[config.mk]
export PLATFORM = sky130hd
export DESIGN_NAME = rgb24_pixel_format_converter_core
export DESIGN_NICKNAME = d
export VERILOG_FILES = /design/src/rtl/core/rpfc_pkg.sv /design/src/rtl/core/rgb24_pixel_format_converter_core.sv /design/src/rtl/core/rpfc_front.sv /design/src/rtl/core/rpfc_queue.sv /design/src/rtl/core/rpfc_back.sv
export SDC_FILE = /design/constraint.sdc
export NUM_CORES = 1
export LEC_CHECK = 0
export ABC_AREA = 0
export BUFFER_PORTS_ARGS = -buffer_cell sky130_fd_sc_hd__buf_2
export CORE_MARGIN = 2
export CORE_UTILIZATION = 53
export DETAILED_ROUTE_END_ITERATION = 8
export PLACE_DENSITY = 0.76
export SLEW_MARGIN = 25
export SYNTH_ARGS = -nofsm -noshare
export SYNTH_HDL_FRONTEND = slang
export SYNTH_SLANG_ARGS = --single-unit
[constraint.sdc]
create_clock -name clk -period 16.31 [get_ports clk]
set_input_delay 0 -clock clk [delete_from_list [all_inputs] [get_ports clk]]
set_output_delay 0 -clock clk [all_outputs]
set_load 0.01 [all_outputs]
[src/rtl/core/rpfc_pkg.sv]
// ----------------------------------------------------------------------------
// rpfc_pkg
// Shared types, register codes and constants of the RGB24 pixel format
// converter: pixel and queue entry layouts, output format codes, BT.601 terms.
// ----------------------------------------------------------------------------
package rpfc_pkg;

  localparam int unsigned MAX_WIDTH   = 4096;
  localparam int unsigned MAX_HEIGHT  = 4096;
  localparam int unsigned COL_W       = $clog2(MAX_WIDTH);
  localparam int unsigned ROW_W       = $clog2(MAX_HEIGHT);

  localparam int unsigned DIM_W       = 13;
  localparam int unsigned CFG_IDX_W   = 2;
  localparam int unsigned CFG_DATA_W  = 13;

  localparam logic [DIM_W-1:0] RST_WIDTH  = DIM_W'(640);
  localparam logic [DIM_W-1:0] RST_HEIGHT = DIM_W'(480);

  localparam int unsigned QUEUE_DEPTH = 4;

  typedef enum logic [CFG_IDX_W-1:0] {
    REG_MODE   = 2'd0,
    REG_WIDTH  = 2'd1,
    REG_HEIGHT = 2'd2
  } reg_idx_t;

  typedef enum logic [3:0] {
    MODE_RGB32 = 4'd0,
    MODE_RGB16 = 4'd1,
    MODE_RGB15 = 4'd2,
    MODE_BGR32 = 4'd3,
    MODE_BGR24 = 4'd4,
    MODE_BGR16 = 4'd5,
    MODE_BGR15 = 4'd6,
    MODE_UYVY  = 4'd7,
    MODE_YUY2  = 4'd8,
    MODE_NV12  = 4'd9,
    MODE_NV21  = 4'd10
  } mode_t;

  typedef enum logic [3:0] {
    OP_RGB32,
    OP_RGB16,
    OP_RGB15,
    OP_BGR32,
    OP_BGR24,
    OP_BGR16,
    OP_BGR15,
    OP_UYVY,
    OP_YUY2,
    OP_NV_Y,
    OP_NV12_YC,
    OP_NV21_YC
  } op_t;

  typedef struct packed {
    logic [7:0] r;
    logic [7:0] g;
    logic [7:0] b;
  } pixel_t;

  typedef struct packed {
    op_t    op;
    pixel_t pix;
    pixel_t held;
  } entry_t;

  localparam logic [2:0] BYTES_1 = 3'd1;
  localparam logic [2:0] BYTES_2 = 3'd2;
  localparam logic [2:0] BYTES_3 = 3'd3;
  localparam logic [2:0] BYTES_4 = 3'd4;

  localparam logic PLANE_MAIN   = 1'b0;
  localparam logic PLANE_CHROMA = 1'b1;

  localparam logic [7:0] FILL_BYTE = 8'hFF;

  localparam logic [15:0] K_Y_R = 16'd66;
  localparam logic [15:0] K_Y_G = 16'd129;
  localparam logic [15:0] K_Y_B = 16'd25;
  localparam logic [15:0] K_U_R = 16'd38;
  localparam logic [15:0] K_U_G = 16'd74;
  localparam logic [15:0] K_C_P = 16'd112;
  localparam logic [15:0] K_V_G = 16'd94;
  localparam logic [15:0] K_V_B = 16'd18;

  localparam logic [15:0] Y_ROUND  = 16'd128;
  localparam logic [7:0]  Y_OFFSET = 8'd16;
  localparam logic [15:0] C_BIAS   = 16'd32896;

endpackage

[src/rtl/core/rgb24_pixel_format_converter_core.sv]
// ----------------------------------------------------------------------------
// rgb24_pixel_format_converter_core
// Packs raster-order 8-bit RGB pixels into RGB/BGR 32/24/16/15-bit words,
// UYVY/YUY2 pixel pairs, or NV12/NV21 luma and chroma planes (BT.601).
//
//   channel  handshake               payload
//   in       in_valid / in_stall     in_red, in_green, in_blue
//   out      out_valid / out_stall   out_data, out_byte_count, out_plane,
//                                    out_last_of_run
//   cfg      cfg_valid / cfg_ready   cfg_index, cfg_data
//
// One pixel per cycle is accepted while in_stall is low; it passes the queue,
// product and output registers. Even-row, even-column NV12/NV21 pixels below
// the even-rounded size give two results; a four-entry queue absorbs them.
// Synchronous active-low reset; no clearing pass, cfg_ready is always high.
// out_stall holds the output register; when the queue fills, in_stall rises.
// ----------------------------------------------------------------------------
module rgb24_pixel_format_converter_core (
  input  logic                              clk,
  input  logic                              rst_n,
  input  logic                              in_valid,
  output logic                              in_stall,
  input  logic [7:0]                        in_red,
  input  logic [7:0]                        in_green,
  input  logic [7:0]                        in_blue,
  output logic                              out_valid,
  input  logic                              out_stall,
  output logic [31:0]                       out_data,
  output logic [2:0]                        out_byte_count,
  output logic                              out_plane,
  output logic                              out_last_of_run,
  input  logic                              cfg_valid,
  output logic                              cfg_ready,
  input  logic [rpfc_pkg::CFG_IDX_W-1:0]    cfg_index,
  input  logic [rpfc_pkg::CFG_DATA_W-1:0]   cfg_data
);
  import rpfc_pkg::*;

  pixel_t  in_pix;
  entry_t  push_entry;
  entry_t  head;
  logic    q_push;
  logic    q_full;
  logic    q_pop;
  logic    q_empty;

  assign cfg_ready = 1'b1;
  assign in_pix    = '{r: in_red, g: in_green, b: in_blue};

  rpfc_front u_front (
    .clk       (clk),
    .rst_n     (rst_n),
    .in_valid  (in_valid),
    .in_stall  (in_stall),
    .in_pix    (in_pix),
    .cfg_valid (cfg_valid && cfg_ready),
    .cfg_index (cfg_index),
    .cfg_data  (cfg_data),
    .q_full    (q_full),
    .q_push    (q_push),
    .q_entry   (push_entry)
  );

  rpfc_queue u_queue (
    .clk        (clk),
    .rst_n      (rst_n),
    .push       (q_push),
    .push_entry (push_entry),
    .full       (q_full),
    .pop        (q_pop),
    .empty      (q_empty),
    .head       (head)
  );

  rpfc_back u_back (
    .clk             (clk),
    .rst_n           (rst_n),
    .q_empty         (q_empty),
    .q_head          (head),
    .q_pop           (q_pop),
    .out_valid       (out_valid),
    .out_stall       (out_stall),
    .out_data        (out_data),
    .out_byte_count  (out_byte_count),
    .out_plane       (out_plane),
    .out_last_of_run (out_last_of_run)
  );

endmodule

[src/rtl/core/rpfc_front.sv]
// ----------------------------------------------------------------------------
// rpfc_front
// Input side: configuration registers, frame position, pixel pairing and
// classification of each pixel into a queue entry for the back end.
// ----------------------------------------------------------------------------
module rpfc_front (
  input  logic                                clk,
  input  logic                                rst_n,
  input  logic                                in_valid,
  output logic                                in_stall,
  input  rpfc_pkg::pixel_t                    in_pix,
  input  logic                                cfg_valid,
  input  logic [rpfc_pkg::CFG_IDX_W-1:0]      cfg_index,
  input  logic [rpfc_pkg::CFG_DATA_W-1:0]     cfg_data,
  input  logic                                q_full,
  output logic                                q_push,
  output rpfc_pkg::entry_t                    q_entry
);
  import rpfc_pkg::*;

  mode_t               mode_r;
  logic [DIM_W-1:0]    width_r;
  logic [DIM_W-1:0]    height_r;
  logic [COL_W-1:0]    col_r, col_nxt;
  logic [ROW_W-1:0]    row_r, row_nxt;
  logic                phase_r, phase_nxt;
  pixel_t              held_r;

  logic [COL_W:0]      w_eff;
  logic [ROW_W:0]      h_eff;
  logic [COL_W:0]      col_inc;
  logic [ROW_W:0]      row_inc;
  logic                accept;
  logic                chroma_here;
  logic                pair_mode;
  logic                line_end;
  logic                frame_end;
  logic                cfg_restart;

  always_comb begin
    if (width_r == '0) begin
      w_eff = (COL_W+1)'(1);
    end else if (32'(width_r) > 32'(MAX_WIDTH)) begin
      w_eff = (COL_W+1)'(MAX_WIDTH);
    end else begin
      w_eff = (COL_W+1)'(width_r);
    end
    if (height_r == '0) begin
      h_eff = (ROW_W+1)'(1);
    end else if (32'(height_r) > 32'(MAX_HEIGHT)) begin
      h_eff = (ROW_W+1)'(MAX_HEIGHT);
    end else begin
      h_eff = (ROW_W+1)'(height_r);
    end
  end

  assign in_stall  = q_full;
  assign accept    = in_valid && !q_full;
  assign col_inc   = {1'b0, col_r} + (COL_W+1)'(1);
  assign row_inc   = {1'b0, row_r} + (ROW_W+1)'(1);
  assign line_end  = col_inc >= w_eff;
  assign frame_end = line_end && (row_inc >= h_eff);
  assign pair_mode = (mode_r == MODE_UYVY) || (mode_r == MODE_YUY2);

  assign cfg_restart = cfg_valid && (cfg_index inside {REG_MODE, REG_WIDTH, REG_HEIGHT});

  assign chroma_here = !col_r[0] && !row_r[0]
                       && ({1'b0, col_r} < {w_eff[COL_W:1], 1'b0})
                       && ({1'b0, row_r} < {h_eff[ROW_W:1], 1'b0});

  always_comb begin
    q_entry.pix  = in_pix;
    q_entry.held = held_r;
    q_entry.op   = OP_RGB32;
    q_push       = accept;
    case (mode_r)
      MODE_RGB32: q_entry.op = OP_RGB32;
      MODE_RGB16: q_entry.op = OP_RGB16;
      MODE_RGB15: q_entry.op = OP_RGB15;
      MODE_BGR32: q_entry.op = OP_BGR32;
      MODE_BGR24: q_entry.op = OP_BGR24;
      MODE_BGR16: q_entry.op = OP_BGR16;
      MODE_BGR15: q_entry.op = OP_BGR15;
      MODE_UYVY: begin
        q_entry.op = OP_UYVY;
        q_push     = accept && phase_r;
      end
      MODE_YUY2: begin
        q_entry.op = OP_YUY2;
        q_push     = accept && phase_r;
      end
      MODE_NV12: q_entry.op = chroma_here ? OP_NV12_YC : OP_NV_Y;
      MODE_NV21: q_entry.op = chroma_here ? OP_NV21_YC : OP_NV_Y;
      default:   q_push     = 1'b0;
    endcase
  end

  always_comb begin
    col_nxt   = col_r;
    row_nxt   = row_r;
    phase_nxt = phase_r;
    if (cfg_restart) begin
      col_nxt   = '0;
      row_nxt   = '0;
      phase_nxt = 1'b0;
    end else if (accept) begin
      if (pair_mode) begin
        phase_nxt = !phase_r;
      end
      if (line_end) begin
        col_nxt = '0;
        if (frame_end) begin
          row_nxt   = '0;
          phase_nxt = 1'b0;
        end else begin
          row_nxt = row_inc[ROW_W-1:0];
        end
      end else begin
        col_nxt = col_inc[COL_W-1:0];
      end
    end
  end

  always_ff @(posedge clk) begin
    if (!rst_n) begin
      mode_r   <= MODE_RGB32;
      width_r  <= RST_WIDTH;
      height_r <= RST_HEIGHT;
      col_r    <= '0;
      row_r    <= '0;
      phase_r  <= 1'b0;
    end else begin
      col_r   <= col_nxt;
      row_r   <= row_nxt;
      phase_r <= phase_nxt;
      if (cfg_valid) begin
        case (reg_idx_t'(cfg_index))
          REG_MODE:   mode_r   <= mode_t'(cfg_data[3:0]);
          REG_WIDTH:  width_r  <= cfg_data[DIM_W-1:0];
          REG_HEIGHT: height_r <= cfg_data[DIM_W-1:0];
          default: ;
        endcase
      end
    end
  end

  always_ff @(posedge clk) begin
    if (accept && pair_mode && !phase_r) begin
      held_r <= in_pix;
    end
  end

endmodule

[src/rtl/core/rpfc_queue.sv]
// ----------------------------------------------------------------------------
// rpfc_queue
// Short FIFO of classified pixel entries between the front and back ends.
// ----------------------------------------------------------------------------
module rpfc_queue (
  input  logic              clk,
  input  logic              rst_n,
  input  logic              push,
  input  rpfc_pkg::entry_t  push_entry,
  output logic              full,
  input  logic              pop,
  output logic              empty,
  output rpfc_pkg::entry_t  head
);
  import rpfc_pkg::*;

  localparam int unsigned PTR_W = $clog2(QUEUE_DEPTH);

  entry_t            mem_r [QUEUE_DEPTH];
  logic [PTR_W-1:0]  wr_ptr_r, wr_ptr_nxt;
  logic [PTR_W-1:0]  rd_ptr_r, rd_ptr_nxt;
  logic [PTR_W:0]    count_r, count_nxt;
  logic              do_push;
  logic              do_pop;

  assign full    = count_r == (PTR_W+1)'(QUEUE_DEPTH);
  assign empty   = count_r == '0;
  assign do_push = push && !full;
  assign do_pop  = pop && !empty;
  assign head    = mem_r[rd_ptr_r];

  always_comb begin
    wr_ptr_nxt = wr_ptr_r;
    rd_ptr_nxt = rd_ptr_r;
    count_nxt  = count_r;
    if (do_push) begin
      wr_ptr_nxt = (wr_ptr_r == PTR_W'(QUEUE_DEPTH-1)) ? '0 : wr_ptr_r + PTR_W'(1);
    end
    if (do_pop) begin
      rd_ptr_nxt = (rd_ptr_r == PTR_W'(QUEUE_DEPTH-1)) ? '0 : rd_ptr_r + PTR_W'(1);
    end
    if (do_push && !do_pop) begin
      count_nxt = count_r + (PTR_W+1)'(1);
    end else if (do_pop && !do_push) begin
      count_nxt = count_r - (PTR_W+1)'(1);
    end
  end

  always_ff @(posedge clk) begin
    if (!rst_n) begin
      wr_ptr_r <= '0;
      rd_ptr_r <= '0;
      count_r  <= '0;
    end else begin
      wr_ptr_r <= wr_ptr_nxt;
      rd_ptr_r <= rd_ptr_nxt;
      count_r  <= count_nxt;
    end
  end

  always_ff @(posedge clk) begin
    if (do_push) begin
      mem_r[wr_ptr_r] <= push_entry;
    end
  end

  a_no_overflow: assert property (@(posedge clk) disable iff (!rst_n)
    push |-> !full)
    else $error("queue push while full");

  a_count_bound: assert property (@(posedge clk) disable iff (!rst_n)
    count_r <= (PTR_W+1)'(QUEUE_DEPTH))
    else $error("queue count out of range");

  a_pop_moves: assert property (@(posedge clk) disable iff (!rst_n)
    (pop && !empty && !push) |=> count_r == $past(count_r) - (PTR_W+1)'(1))
    else $error("queue pop lost");

endmodule

[src/rtl/core/rpfc_back.sv]
// ----------------------------------------------------------------------------
// rpfc_back
// Output side: BT.601 products, luma/chroma sums, byte packing and the
// output register, with a second chroma beat for planar chroma pixels.
// ----------------------------------------------------------------------------
module rpfc_back (
  input  logic              clk,
  input  logic              rst_n,
  input  logic              q_empty,
  input  rpfc_pkg::entry_t  q_head,
  output logic              q_pop,
  output logic              out_valid,
  input  logic              out_stall,
  output logic [31:0]       out_data,
  output logic [2:0]        out_byte_count,
  output logic              out_plane,
  output logic              out_last_of_run
);
  import rpfc_pkg::*;

  logic         s1_valid_r, s1_valid_nxt;
  op_t          s1_op_r;
  pixel_t       s1_pix_r;
  logic [15:0]  pa_yr_r, pa_yg_r, pa_yb_r;
  logic [15:0]  pa_ur_r, pa_ug_r, pa_cb_r;
  logic [15:0]  pa_cr_r, pa_vg_r, pa_vb_r;
  logic [15:0]  pb_yr_r, pb_yg_r, pb_yb_r;

  logic         out_valid_r, out_valid_nxt;
  logic         pend_r, pend_nxt;
  logic [31:0]  out_data_r;
  logic [2:0]   out_count_r;
  logic         out_plane_r;
  logic         out_last_r;
  logic [15:0]  chroma_r;

  pixel_t       pa;
  pixel_t       pb;
  logic         s1_ready;
  logic         s2_free;
  logic         out_take;
  logic         load;

  logic [15:0]  ya_sum, ua_sum, va_sum, yb_sum;
  logic [7:0]   ya, ua, va, yb;
  logic [31:0]  ld_data;
  logic [2:0]   ld_count;
  logic         ld_last;
  logic         ld_pend;
  logic [15:0]  ld_chroma;

  assign out_take     = out_valid_r && !out_stall;
  assign s2_free      = !out_valid_r || (out_take && !pend_r);
  assign load         = s1_valid_r && s2_free;
  assign s1_ready     = !s1_valid_r || s2_free;
  assign q_pop        = !q_empty && s1_ready;
  assign s1_valid_nxt = s1_ready ? q_pop : s1_valid_r;

  assign pa = ((q_head.op == OP_UYVY) || (q_head.op == OP_YUY2)) ? q_head.held : q_head.pix;
  assign pb = q_head.pix;

  always_ff @(posedge clk) begin
    if (!rst_n) begin
      s1_valid_r <= 1'b0;
    end else begin
      s1_valid_r <= s1_valid_nxt;
    end
  end

  always_ff @(posedge clk) begin
    if (q_pop) begin
      s1_op_r  <= q_head.op;
      s1_pix_r <= q_head.pix;
      pa_yr_r  <= 16'(pa.r) * K_Y_R;
      pa_yg_r  <= 16'(pa.g) * K_Y_G;
      pa_yb_r  <= 16'(pa.b) * K_Y_B;
      pa_ur_r  <= 16'(pa.r) * K_U_R;
      pa_ug_r  <= 16'(pa.g) * K_U_G;
      pa_cb_r  <= 16'(pa.b) * K_C_P;
      pa_cr_r  <= 16'(pa.r) * K_C_P;
      pa_vg_r  <= 16'(pa.g) * K_V_G;
      pa_vb_r  <= 16'(pa.b) * K_V_B;
      pb_yr_r  <= 16'(pb.r) * K_Y_R;
      pb_yg_r  <= 16'(pb.g) * K_Y_G;
      pb_yb_r  <= 16'(pb.b) * K_Y_B;
    end
  end

  always_comb begin
    ya_sum = pa_yr_r + pa_yg_r + pa_yb_r + Y_ROUND;
    yb_sum = pb_yr_r + pb_yg_r + pb_yb_r + Y_ROUND;
    ua_sum = pa_cb_r + C_BIAS - pa_ur_r - pa_ug_r;
    va_sum = pa_cr_r + C_BIAS - pa_vg_r - pa_vb_r;
    ya     = ya_sum[15:8] + Y_OFFSET;
    yb     = yb_sum[15:8] + Y_OFFSET;
    ua     = ua_sum[15:8];
    va     = va_sum[15:8];
  end

  always_comb begin
    ld_data   = '0;
    ld_count  = BYTES_4;
    ld_last   = 1'b1;
    ld_pend   = 1'b0;
    ld_chroma = {va, ua};
    case (s1_op_r)
      OP_RGB32: ld_data = {s1_pix_r.r, s1_pix_r.g, s1_pix_r.b, FILL_BYTE};
      OP_RGB16: begin
        ld_data  = {16'd0, s1_pix_r.r[7:3], s1_pix_r.g[7:2], s1_pix_r.b[7:3]};
        ld_count = BYTES_2;
      end
      OP_RGB15: begin
        ld_data  = {16'd0, 1'b1, s1_pix_r.r[7:3], s1_pix_r.g[7:3], s1_pix_r.b[7:3]};
        ld_count = BYTES_2;
      end
      OP_BGR32: ld_data = {s1_pix_r.b, s1_pix_r.g, s1_pix_r.r, FILL_BYTE};
      OP_BGR24: begin
        ld_data  = {8'd0, s1_pix_r.b, s1_pix_r.g, s1_pix_r.r};
        ld_count = BYTES_3;
      end
      OP_BGR16: begin
        ld_data  = {16'd0, s1_pix_r.b[7:3], s1_pix_r.g[7:2], s1_pix_r.r[7:3]};
        ld_count = BYTES_2;
      end
      OP_BGR15: begin
        ld_data  = {16'd0, 1'b1, s1_pix_r.b[7:3], s1_pix_r.g[7:3], s1_pix_r.r[7:3]};
        ld_count = BYTES_2;
      end
      OP_UYVY: ld_data = {yb, ua, ya, va};
      OP_YUY2: ld_data = {ua, yb, va, ya};
      OP_NV_Y: begin
        ld_data  = {24'd0, ya};
        ld_count = BYTES_1;
      end
      OP_NV12_YC: begin
        ld_data  = {24'd0, ya};
        ld_count = BYTES_1;
        ld_last  = 1'b0;
        ld_pend  = 1'b1;
      end
      OP_NV21_YC: begin
        ld_data   = {24'd0, ya};
        ld_count  = BYTES_1;
        ld_last   = 1'b0;
        ld_pend   = 1'b1;
        ld_chroma = {ua, va};
      end
      default: ;
    endcase
  end

  always_comb begin
    out_valid_nxt = out_valid_r;
    pend_nxt      = pend_r;
    if (load) begin
      out_valid_nxt = 1'b1;
      pend_nxt      = ld_pend;
    end else if (out_take) begin
      out_valid_nxt = pend_r;
      pend_nxt      = 1'b0;
    end
  end

  always_ff @(posedge clk) begin
    if (!rst_n) begin
      out_valid_r <= 1'b0;
      pend_r      <= 1'b0;
    end else begin
      out_valid_r <= out_valid_nxt;
      pend_r      <= pend_nxt;
    end
  end

  always_ff @(posedge clk) begin
    if (load) begin
      out_data_r  <= ld_data;
      out_count_r <= ld_count;
      out_plane_r <= PLANE_MAIN;
      out_last_r  <= ld_last;
      chroma_r    <= ld_chroma;
    end else if (out_take && pend_r) begin
      out_data_r  <= {16'd0, chroma_r};
      out_count_r <= BYTES_2;
      out_plane_r <= PLANE_CHROMA;
      out_last_r  <= 1'b1;
    end
  end

  assign out_valid       = out_valid_r;
  assign out_data        = out_data_r;
  assign out_byte_count  = out_count_r;
  assign out_plane       = out_plane_r;
  assign out_last_of_run = out_last_r;

  a_pend_on_luma: assert property (@(posedge clk) disable iff (!rst_n)
    pend_r |-> out_valid_r && !out_last_r && (out_plane_r == PLANE_MAIN))
    else $error("chroma pending without a luma result shown");

  a_chroma_follows: assert property (@(posedge clk) disable iff (!rst_n)
    (out_take && pend_r) |=> out_valid_r && (out_plane_r == PLANE_CHROMA)
                             && out_last_r && (out_count_r == BYTES_2))
    else $error("chroma result did not follow luma");

  a_chroma_last: assert property (@(posedge clk) disable iff (!rst_n)
    (out_valid_r && (out_plane_r == PLANE_CHROMA)) |-> out_last_r && !pend_r)
    else $error("chroma result not final");

endmodule

==> results by stage <==
Placed design:
- In this run, placement finished with an instance count of 3184.
- At the end of routability-driven placement, the weighted congestion stood at 0.948.
- The estimated wirelength of the detail-placed design is 49.1 mm.
- In this run the tool buffered the top-level ports with 82 buffer cells.

Floorplanning:
- The count of pins on the block boundary is 84.
- The die covers 0.0583 mm².
- The area of the core region is 0.0561 mm².
- The effective utilization at floorplan is 53.3%.
- The floorplan step set the die width to 242 µm.
- The die is 242 µm tall.
- After floorplanning, the core was divided into 87 placement rows.

STA:
- On the final layout, the worst clock skew is 0.0507 ns.
- The achievable clock frequency is 0.153 GHz.
- The final critical-path required period is 6.52 ns.
- Setup violations remaining at the end of the flow were counted as 0.
- The count of final hold-check violations is 0.
- The setup TNS is 0 ns.
- The max-slew violation count was 0.
- For the pin with the worst max-slew slack, the measured transition is 1.02 ns.
- Of the available clock period, the critical path in the final layout requires 40.0%.
- Setup repair after global routing left no endpoint under its margin.
- Measured against its own limit, the worst slew margin works out to a little under a third.

Cells and area:
- The layout has 4300 filler cells.
- The count of placed standard cells in the final layout, fillers left out is 3339.
- The number of antenna diodes is 0.
- Cells with a size suffix above 1 make up between 10% and 20% of the layout.
- The net count of the finished layout is 3023.
- From synthesis to final layout, the design area changed by 12.4%.

Setup path:
- The critical setup path kind is register to register.
- The category of the worst setup path capture point is a register.
- STA classifies the critical path startpoint as a register.
- Of all nets on the critical path, the largest fanout is between 50 and 60.
- At the worst endpoint, the required time is between 15 and 20 ns.
- At the worst endpoint, the arrival time is 6.90 ns.

CTS:
- No sink is reached through more buffers than the 3 on the longest clock path.
- Post-CTS repair changed the size of 0 cells.
- The tree is rooted in a clkbuf_16.
- TritonCTS built the clock tree.
- In this run the post-CTS setup repair buffer count came out at 0.
- The clock latency on the worst-skew pair is 0.63 ns.
- CTS built an H-tree with a depth of 2.
- Buffers inserted during clock tree synthesis total 54.
- After clock tree synthesis, the flow added hold-fix buffers numbering 53.
- The clock-pin slew on the worst setup and hold paths is 0.06 ns.
- The number of sinks driven by the clock tree is 515.

Synth:
- The post-synthesis instance area is 0.0299 mm².
- The share of flip-flops with an asynchronous set or reset is 0%.
- The gate count of the mapped netlist is around 2400.
- The average instance area after synthesis is 12.5 µm².
- The primary flip-flop cell chosen by synthesis mapping is edfxtp_1.
- The number of flops mapped to enable cells by yosys is around 450.
- The count of different cell masters after synthesis is between 70 and 80.
- The part of the Yosys area used for sequential elements is 49.4%.
- The post-synth net total is 2878.
- The Yosys step of the flow raised 0 warnings.
- After synthesis the netlist holds a flip-flop and latch count of between 500 and 600.

Route:
- The average via count per standard cell is 5.79.
- The detailed-route via count is 19300.
- The routed design uses 3.99 mm of met3 wire.
- After the first detailed-routing iteration, the DRC count stood at ~1700.
- Dividing the detail-routed wire length by the instance count gives 20.8 µm.
- The detailed-routing iteration count for the pre-antenna-repair pass is 7.
- The met1 wire length is around 28 mm.
- The post-detailed-route DRC marker count is 0.
- The total length of routed met2 wires is 34.4 mm.
- The count of nets left with antenna violations once routing finished came out at 0.
- The sum of routed wire length over all layers is 69.6 mm.
- The highest routing layer actually used is met5.

GRT:
- The global-route wire length before repair is approximately 110 mm.
- The number of antenna violations at the first check in global routing is 2.
- In the global route stage, overall resource usage came out at 24.1%.
- The number of global-route vias before repair is 19900.
- Global routing finished with a remaining overflow of 0.
- Entering global routing, the biggest net connects 91 pins.

Min path:
- The path class of the tightest hold or removal check is input port to register.

Run status:
- The run finished with clean final reports.

Job:
- Max-cap violations in this run came to 0.
## registers in the layout, indices dropped and copies added, names as in the netlist, 13 cells and up, named ones only
signal	flops
u_front.height_r	13
u_front.width_r	13
u_back.pa_yg_r	16
u_back.chroma_r	16
u_queue.mem_r	208
u_back.pa_yb_r	13
u_back.pa_vg_r	13
u_back.s1_pix_r	24
u_back.out_data	32
u_front.q_entry	24
u_back.pa_yr_r	14
## final timing paths
path | slack [ns] | to | cells past startpoint | from
max | 9.79 | u_back.pa_vg_r[14]$_DFFE_PP_ | 21 | register
min | 0.15 | u_queue.mem_r[1][31]$_DFFE_PP_ | 2 | in_blue[7]
max reg2reg | 9.79 | u_back.pa_vg_r[14]$_DFFE_PP_ | 21 | register
min reg2reg | 0.48 | u_front.height_r[10]$_SDFFE_PN0P_ | 2 | u_front.height_r[10]$_SDFFE_PN0P_
## per-stage QoR
| step | setup slack, ns | cell area, µm² | util, % | hold slack, ns |
|---|---|---|---|---|
| after floorplan | 10.42 | 29900 | - | 0.0989 |
| after global placement | 9.79 | 31200 | 55.6 | 0.225 |
| after detailed placement | 9.71 | 31200 | 55.6 | 0.233 |
| after CTS | 9.71 | 33600 | 60.0 | 0.112 |
| after global routing | 9.31 | 33600 | 60.0 | 0.140 |
| final | 9.79 | 33600 | 60.0 | 0.150 |
## cell usage after synthesis, types with 28 or more instances
cell type  count  area (µm²)
clkbuf_1      53         199
a21o_1        35         263
nor2b_1       28         175
nor2_1        82         308
dfxtp_1       68        1360
fa_1          94        1880
nand3_1       40         200
nor3_1        36         180
xnor2_1       93         815
edfxtp_1     447       13400
ha_1         348        4350
o21bai_1      32         240
mux4_2        52        1170
o21ai_0       79         395
nand2_1      175         657
a21oi_1      123         616
xor2_1        39         342
inv_1        278        1040
## cell type report
type                            count  area, µm²  share of cell area (%)
Multi-Input combinational cell   1532      13800                    41.2
Tap cell                          756        946                    2.81
Sequential cell                   515      14800                    44.0
Timing Repair Buffer              156       1100                    3.27
Clock buffer                       62       1400                    4.17
Inverter                          278       1050                    3.12
Clock inverter                     40        492                    1.46
## layout by cell type (no fill, tap or decap), drive strengths merged, types with 40 or more instances in the layout
cell         Yosys  layout
nand3           40      40
mux4            52      52
nand2          175     175
nor2            82      82
o21ai           80      80
clkbuf          53      62
inv            278     280
xnor2           93      93
ha             348     348
dfxtp           68      68
edfxtp         447     447
fa              94      94
dlygate4sd3      0      53
a21oi          123     123
buf             14     103
## critical path, cell delays in order, from the launching register on
cell,delay [ns]
dfxtp_2,0.31
buf_4,0.61
mux4_2,0.44
or4b_1,0.52
nand2_1,0.08
buf_4,0.33
mux2i_1,0.58
inv_1,0.29
ha_1,0.37
inv_1,0.06
fa_1,0.50
fa_1,0.54
inv_1,0.04
ha_1,0.32
a21oi_1,0.22
o21bai_1,0.11
a21oi_1,0.24
o21bai_1,0.11
a21oi_1,0.23
o21bai_1,0.09
a21oi_1,0.20
xnor2_1,0.08
## layer usage
layer | vias up | GRT usage [%]
met1 | 9454 | 30.4
met3 | 182 | 3.09
met2 | 708 | 42.1
met5 | - | 0
li1 | 8971 | -
met4 | 2 | 9.86
## kinds of logic (layout without fill, tap and decap cells)
logic type | count (synthesis) | in the layout | share of synthesized area (%)
flops | 515 | 515 | 49.4
simple gates | 453 | 453 | 7.17
fa+ha+maj | 442 | 442 | 20.9
compound gates | 423 | 423 | 9.33
buf+inv | 345 | 536 | 4.38
xor+xnor | 132 | 132 | 3.87
mux | 81 | 81 | 4.96
other cells | 1 | 1 | 0.0125
Power is not shown: default switching activity piles up to over one toggle a cycle in this logic, so the estimate is an artifact.
